### src/design/lcl_pkg.sv
`timescale 1ns / 1ps
// shared types and constants for the linked cell list builder
package lcl_pkg;

    localparam int DEF_MAX_CELLS = 4096;
    localparam int DEF_MAX_ATOMS = 4096;

    localparam int FIELD_W    = 13;
    localparam int IDX_W      = 17;
    localparam int POS_W      = 24;
    localparam int INV_W      = 24;
    localparam int CNT_W      = 7;
    localparam int PROD_SHIFT = 28;
    localparam int COORD_W    = POS_W + INV_W - PROD_SHIFT;
    localparam int CELL_W     = 15;
    localparam int CFG_DATA_W = 24;
    localparam int CFG_IDX_W  = 2;
    localparam int IN_DATA_W  = 80;
    localparam int OUT_DATA_W = 40;

    typedef enum logic [1:0] {
        CMD_CLEAR  = 2'd0,
        CMD_INSERT = 2'd1,
        CMD_HEAD   = 2'd2,
        CMD_LINK   = 2'd3
    } t_command;

    typedef enum logic [1:0] {
        ST_OK    = 2'd0,
        ST_FULL  = 2'd1,
        ST_RANGE = 2'd2,
        ST_QUERY = 2'd3
    } t_status;

    typedef enum logic [CFG_IDX_W-1:0] {
        CFG_CELLS_X = 2'd0,
        CFG_CELLS_Y = 2'd1,
        CFG_INV_X   = 2'd2,
        CFG_INV_Y   = 2'd3
    } t_cfg_idx;

    typedef struct packed {
        logic accept;
        logic mul;
        logic wrap;
        logic cell_idx;
        logic look;
        logic commit;
        logic sweep;
        logic load_out;
    } t_dp_cmd;

    typedef struct packed {
        t_command in_cmd;
        logic     out_free;
        logic     sweep_last;
    } t_dp_stat;

endpackage

### src/design/lcl_ctrl.sv
`timescale 1ns / 1ps
// controller state machine for the linked cell list builder
module lcl_ctrl (
    input  logic              i_clk,
    input  logic              i_rst_n,
    input  logic              i_in_tvalid,
    output logic              o_in_tready,
    input  lcl_pkg::t_dp_stat i_stat,
    output lcl_pkg::t_dp_cmd  o_cmd
);
    import lcl_pkg::*;

    typedef enum logic [7:0] {
        S_CLEAR  = 8'b0000_0001,
        S_IDLE   = 8'b0000_0010,
        S_MUL    = 8'b0000_0100,
        S_WRAP   = 8'b0000_1000,
        S_CELL   = 8'b0001_0000,
        S_LOOK   = 8'b0010_0000,
        S_COMMIT = 8'b0100_0000,
        S_DONE   = 8'b1000_0000
    } t_state;

    t_state r_state, n_state;
    logic   r_sweep_cmd, n_sweep_cmd;

    always_comb begin
        n_state     = r_state;
        n_sweep_cmd = r_sweep_cmd;
        o_cmd       = '0;
        o_in_tready = 1'b0;
        unique case (r_state)
            S_CLEAR: begin
                o_cmd.sweep = 1'b1;
                if (i_stat.sweep_last) begin
                    n_state     = r_sweep_cmd ? S_DONE : S_IDLE;
                    n_sweep_cmd = 1'b0;
                end
            end
            S_IDLE: begin
                o_in_tready = 1'b1;
                if (i_in_tvalid) begin
                    o_cmd.accept = 1'b1;
                    unique case (i_stat.in_cmd)
                        CMD_CLEAR: begin
                            n_state     = S_CLEAR;
                            n_sweep_cmd = 1'b1;
                        end
                        CMD_INSERT: n_state = S_MUL;
                        CMD_HEAD:   n_state = S_LOOK;
                        CMD_LINK:   n_state = S_LOOK;
                        default:    n_state = S_IDLE;
                    endcase
                end
            end
            S_MUL: begin
                o_cmd.mul = 1'b1;
                n_state   = S_WRAP;
            end
            S_WRAP: begin
                o_cmd.wrap = 1'b1;
                n_state    = S_CELL;
            end
            S_CELL: begin
                o_cmd.cell_idx = 1'b1;
                n_state        = S_LOOK;
            end
            S_LOOK: begin
                o_cmd.look = 1'b1;
                n_state    = S_COMMIT;
            end
            S_COMMIT: begin
                o_cmd.commit = 1'b1;
                n_state      = S_DONE;
            end
            S_DONE: begin
                if (i_stat.out_free) begin
                    o_cmd.load_out = 1'b1;
                    n_state        = S_IDLE;
                end
            end
            default: n_state = S_IDLE;
        endcase
    end

    always_ff @(posedge i_clk) begin
        if (!i_rst_n) begin
            r_state     <= S_CLEAR;
            r_sweep_cmd <= 1'b0;
        end else begin
            r_state     <= n_state;
            r_sweep_cmd <= n_sweep_cmd;
        end
    end

endmodule

### config.mk
export PLATFORM = sky130hd
export DESIGN_NAME = lcl_ctrl
export DESIGN_NICKNAME = d
export VERILOG_FILES = /design/src/design/lcl_pkg.sv /design/src/design/lcl_ctrl.sv
export SDC_FILE = /design/constraint.sdc
export NUM_CORES = 1
export LEC_CHECK = 0
export BUFFER_PORTS_ARGS = -buffer_cell sky130_fd_sc_hd__buf_2
export CAP_MARGIN = 25
export CORE_MARGIN = 2
export CORE_UTILIZATION = 45
export DETAILED_ROUTE_END_ITERATION = 6
export PLACE_DENSITY = 0.7
export REMOVE_ABC_BUFFERS = 1
export SLEW_MARGIN = 5
export SYNTH_ARGS = -nofsm -noshare
export SYNTH_HDL_FRONTEND = slang
export SYNTH_SLANG_ARGS = --single-unit
### constraint.sdc
create_clock -name i_clk -period 2.85 [get_ports i_clk]
set_input_delay 0.285 -clock i_clk [delete_from_list [all_inputs] [get_ports i_clk]]
set_output_delay 0.285 -clock i_clk [all_outputs]
set_load 0.01 [all_outputs]
==> key figures <==
Critical path
  – Reg2reg path depth: 3
  – CP endpoint: o_cmd[0]
  – Crit-path max FO: 9
  – Reg2reg end: r_state[1]
  – Crit path launch: r_state[2]
  – CP Class: flop to primary output
  – Worst EP arrival: 1880 ps
  – Worst Path Required: 2570 ps
  – RR Startpoint: r_state[2]
  – Critical path cell sequence: or4_4, nor3_1, and4b_1, buf_2
  – CP endpoint kind: primary output
  – Reg2Reg Setup Slack: 1060 ps
  – Critical Path Source Type: flop
  – Slowest cell on the critical path: or4_4
  – CP peak stage delay: 620 ps

Route
  – Antenna-violating nets left: 0
  – Starting DRT DRC Count: 10
  – Final wirelength: 1230 microns
  – Residual DRC: 0
  – Uppermost routed layer: met4
  – Met3 WL: 60 microns
  – First drt pass iteration count: 4
  – Via density: 5.69
  – Via Count: 575
  – Metal2 WL: 538 microns
  – Drt wl/cell: 12.1 microns
  – Met1 WL: 603 microns

Floorplanning
  – Initial Util: 47.7%
  – Chip width: 40.9 microns
  – Die H: 40.9 microns
  – FP Rows: 13
  – # IOs: 16
  – Core area: 0.00128 sq mm
  – Die area: 0.00167 sq mm

Cells and area
  – Filler Cells Inserted: 136
  – Share of cells above drive strength 1: 29.1%
  – Ant diodes: 0
  – Utilization after layout: 55.1%
  – Synthesis-to-finish area growth: 15.5%
  – Final nets: 94
  – Area of the multi-input gates: 403 sq um
  – Fin cells: 101
  – Register Area: 180 sq um

Synth
  – Cell variety after synth: 31
  – Ranking of synthesized cells by instance count: dfxtp_1 (9), nand2_1 (6), nor2_1 (5), nor3b_1 (5)
  – Yosys top cell area share: 29.4%
  – Top FF cell, synth: dfxtp_1
  – Synth area leaders: dfxtp_1 (29%), nor3b_1 (6.1%), nor4b_4 (3.9%)
  – Post-synthesis sequential area ratio: 29.4%
  – Largest area contributor in the netlist: dfxtp_1
  – Post-Syn Area: 613 sq um
  – Ys async rst share: 0%
  – Syn Inst Count: 72
  – Yosys warns: 0
  – Synth Register Bits: 9
  – Syn_area_per_cell: 8.52 sq um
  – Post-synth EDFFs: 0
  – Count leader, synth: dfxtp_1

Clocking
  – Hold buffers post-CTS: 0
  – Worst-skew pair later-pin latency: 270 ps
  – Clock buffer depth: 2
  – TritonCTS clock tree: done
  – CTS H-Tree Depth: 1
  – Postcts setup bufs: 0
  – CTS clk-pin slew, worst paths: 70 ps
  – CTS resizes: 0
  – Clock sink count: 9
  – Clk root buf: clkbuf_4
  – CTS buffer count: 3

Timing
  – Final Hold Fails: 0
  – Fmax achieved: 0.462 GHz
  – Layout Skew: 4.60 ps
  – Final Setup Violations: 0
  – Post-route minimum period: 2170 ps
  – Ratio of final minimum period to clock period: 76.0%
  – RSZ-0062 raised after global routing: false
  – Fin. max-slew vios: 0
  – Worst-Margin Slew: 625 ps
  – Max-slew headroom: 58.0%
  – Final TNS setup: 0 ps

Placed design
  – DP Cell Count: 97
  – Final GP Congestion: 0.777
  – DP HPWL: 929 microns
  – Port Buf Inserts: 15

Global route
  – First-pass GRT wire length: 1920 microns
  – Vias in the first global route: 441
  – Initial antenna violation count: 0
  – GRT Total Usage: 18.1%
  – Grt ovf: 0
  – Pin count of the biggest net entering global routing: 12

Power and ir drop
  – Pwr/cell area: 445 mW/mm^2
  – VDD IR max: 229 uV
  – Pleak: 0.321 nW
  – Total power: 315 uW

Min path
  – Hold WC Path Type: primary input to flop

Outcome
  – Outcome: finished clean

Flow run
  – MaxCap Viol Count: 0
## placed cells by master (no fill, tap or decap), types with 2 or more instances in the layout
cell type / instances
a21oi_1: 4
dfxtp_1: 9
clkbuf_4: 3
and4b_1: 2
nor2_1: 5
buf_2: 15
nand2_1: 6
and2_1: 3
nor3_1: 3
nor3b_1: 5
nor2b_1: 2
o21ai_0: 4
nor4b_1: 2
and3_1: 2
or4_4: 2
and3b_1: 2
xor2_1: 2
## logic make-up after synthesis
group / Yosys count / synth area share [%]
buffers and inverters: 6 / 4.90
DFF: 9 / 29.4
AOI/OAI and AO/OA: 15 / 16.7
and+or+nand+nor: 40 / 46.1
xor gates and xnor gates: 2 / 2.86
## where the power goes
group	switching, mW	total, mW	leakage (nW)	internal (mW)
registers	0.0115	0.142	0.0732	0.131
logic	0.0366	0.0718	0.230	0.0352
clock network	0.0492	0.101	0.0177	0.0519
total	0.0974	0.315	0.321	0.218
## per-stage QoR
step | cell area [sq um] | setup WS [ps] | hold slack [ps]
floorplan | 587 | 1040 | 403
global placement | 681 | 988 | 451
detailed placement | 681 | 966 | 456
CTS | 708 | 668 | 270
global route | 708 | 525 | 267
finish | 708 | 684 | 277
## final cells by class
class / count / area share, %
multi-input combinational: 57 / 56.9
sequential: 9 / 25.4
timing repair buffer: 15 / 10.6
clock buffer: 3 / 3.18
tap: 15 / 2.65
clock inverter: 1 / 0.707
inverter: 1 / 0.530
## flip-flops by register name (all words and copies together), names as in the netlist
signal / cells
r_state: 8
r_sweep_cmd: 1
## critical path, delay by kind of cell (launching register included)
family | cells | cell delay, ps
DFF | 1 | 340
and+or+nand+nor | 3 | 1150
buffers and inverters | 1 | 120
## worst min path at each step
stage,startpoint,to,depth (start not counted)
detailed placement,r_sweep_cmd,r_state[7],2
CTS,i_stat[2],r_state[2],3
global route,i_stat[2],r_state[2],3
finish,i_stat[2],r_state[2],3
global placement,r_sweep_cmd,r_state[7],2
floorplan,i_rst_n,r_sweep_cmd,1
## per-layer routing
metal  global-route usage, %  vias to the layer above
met5                       0                        -
met4                    10.0                        0
met3                    8.15                        5
met2                    24.6                       12
met1                    23.2                      263
li1                        -                      295
Power figures use the tool's default switching activity.
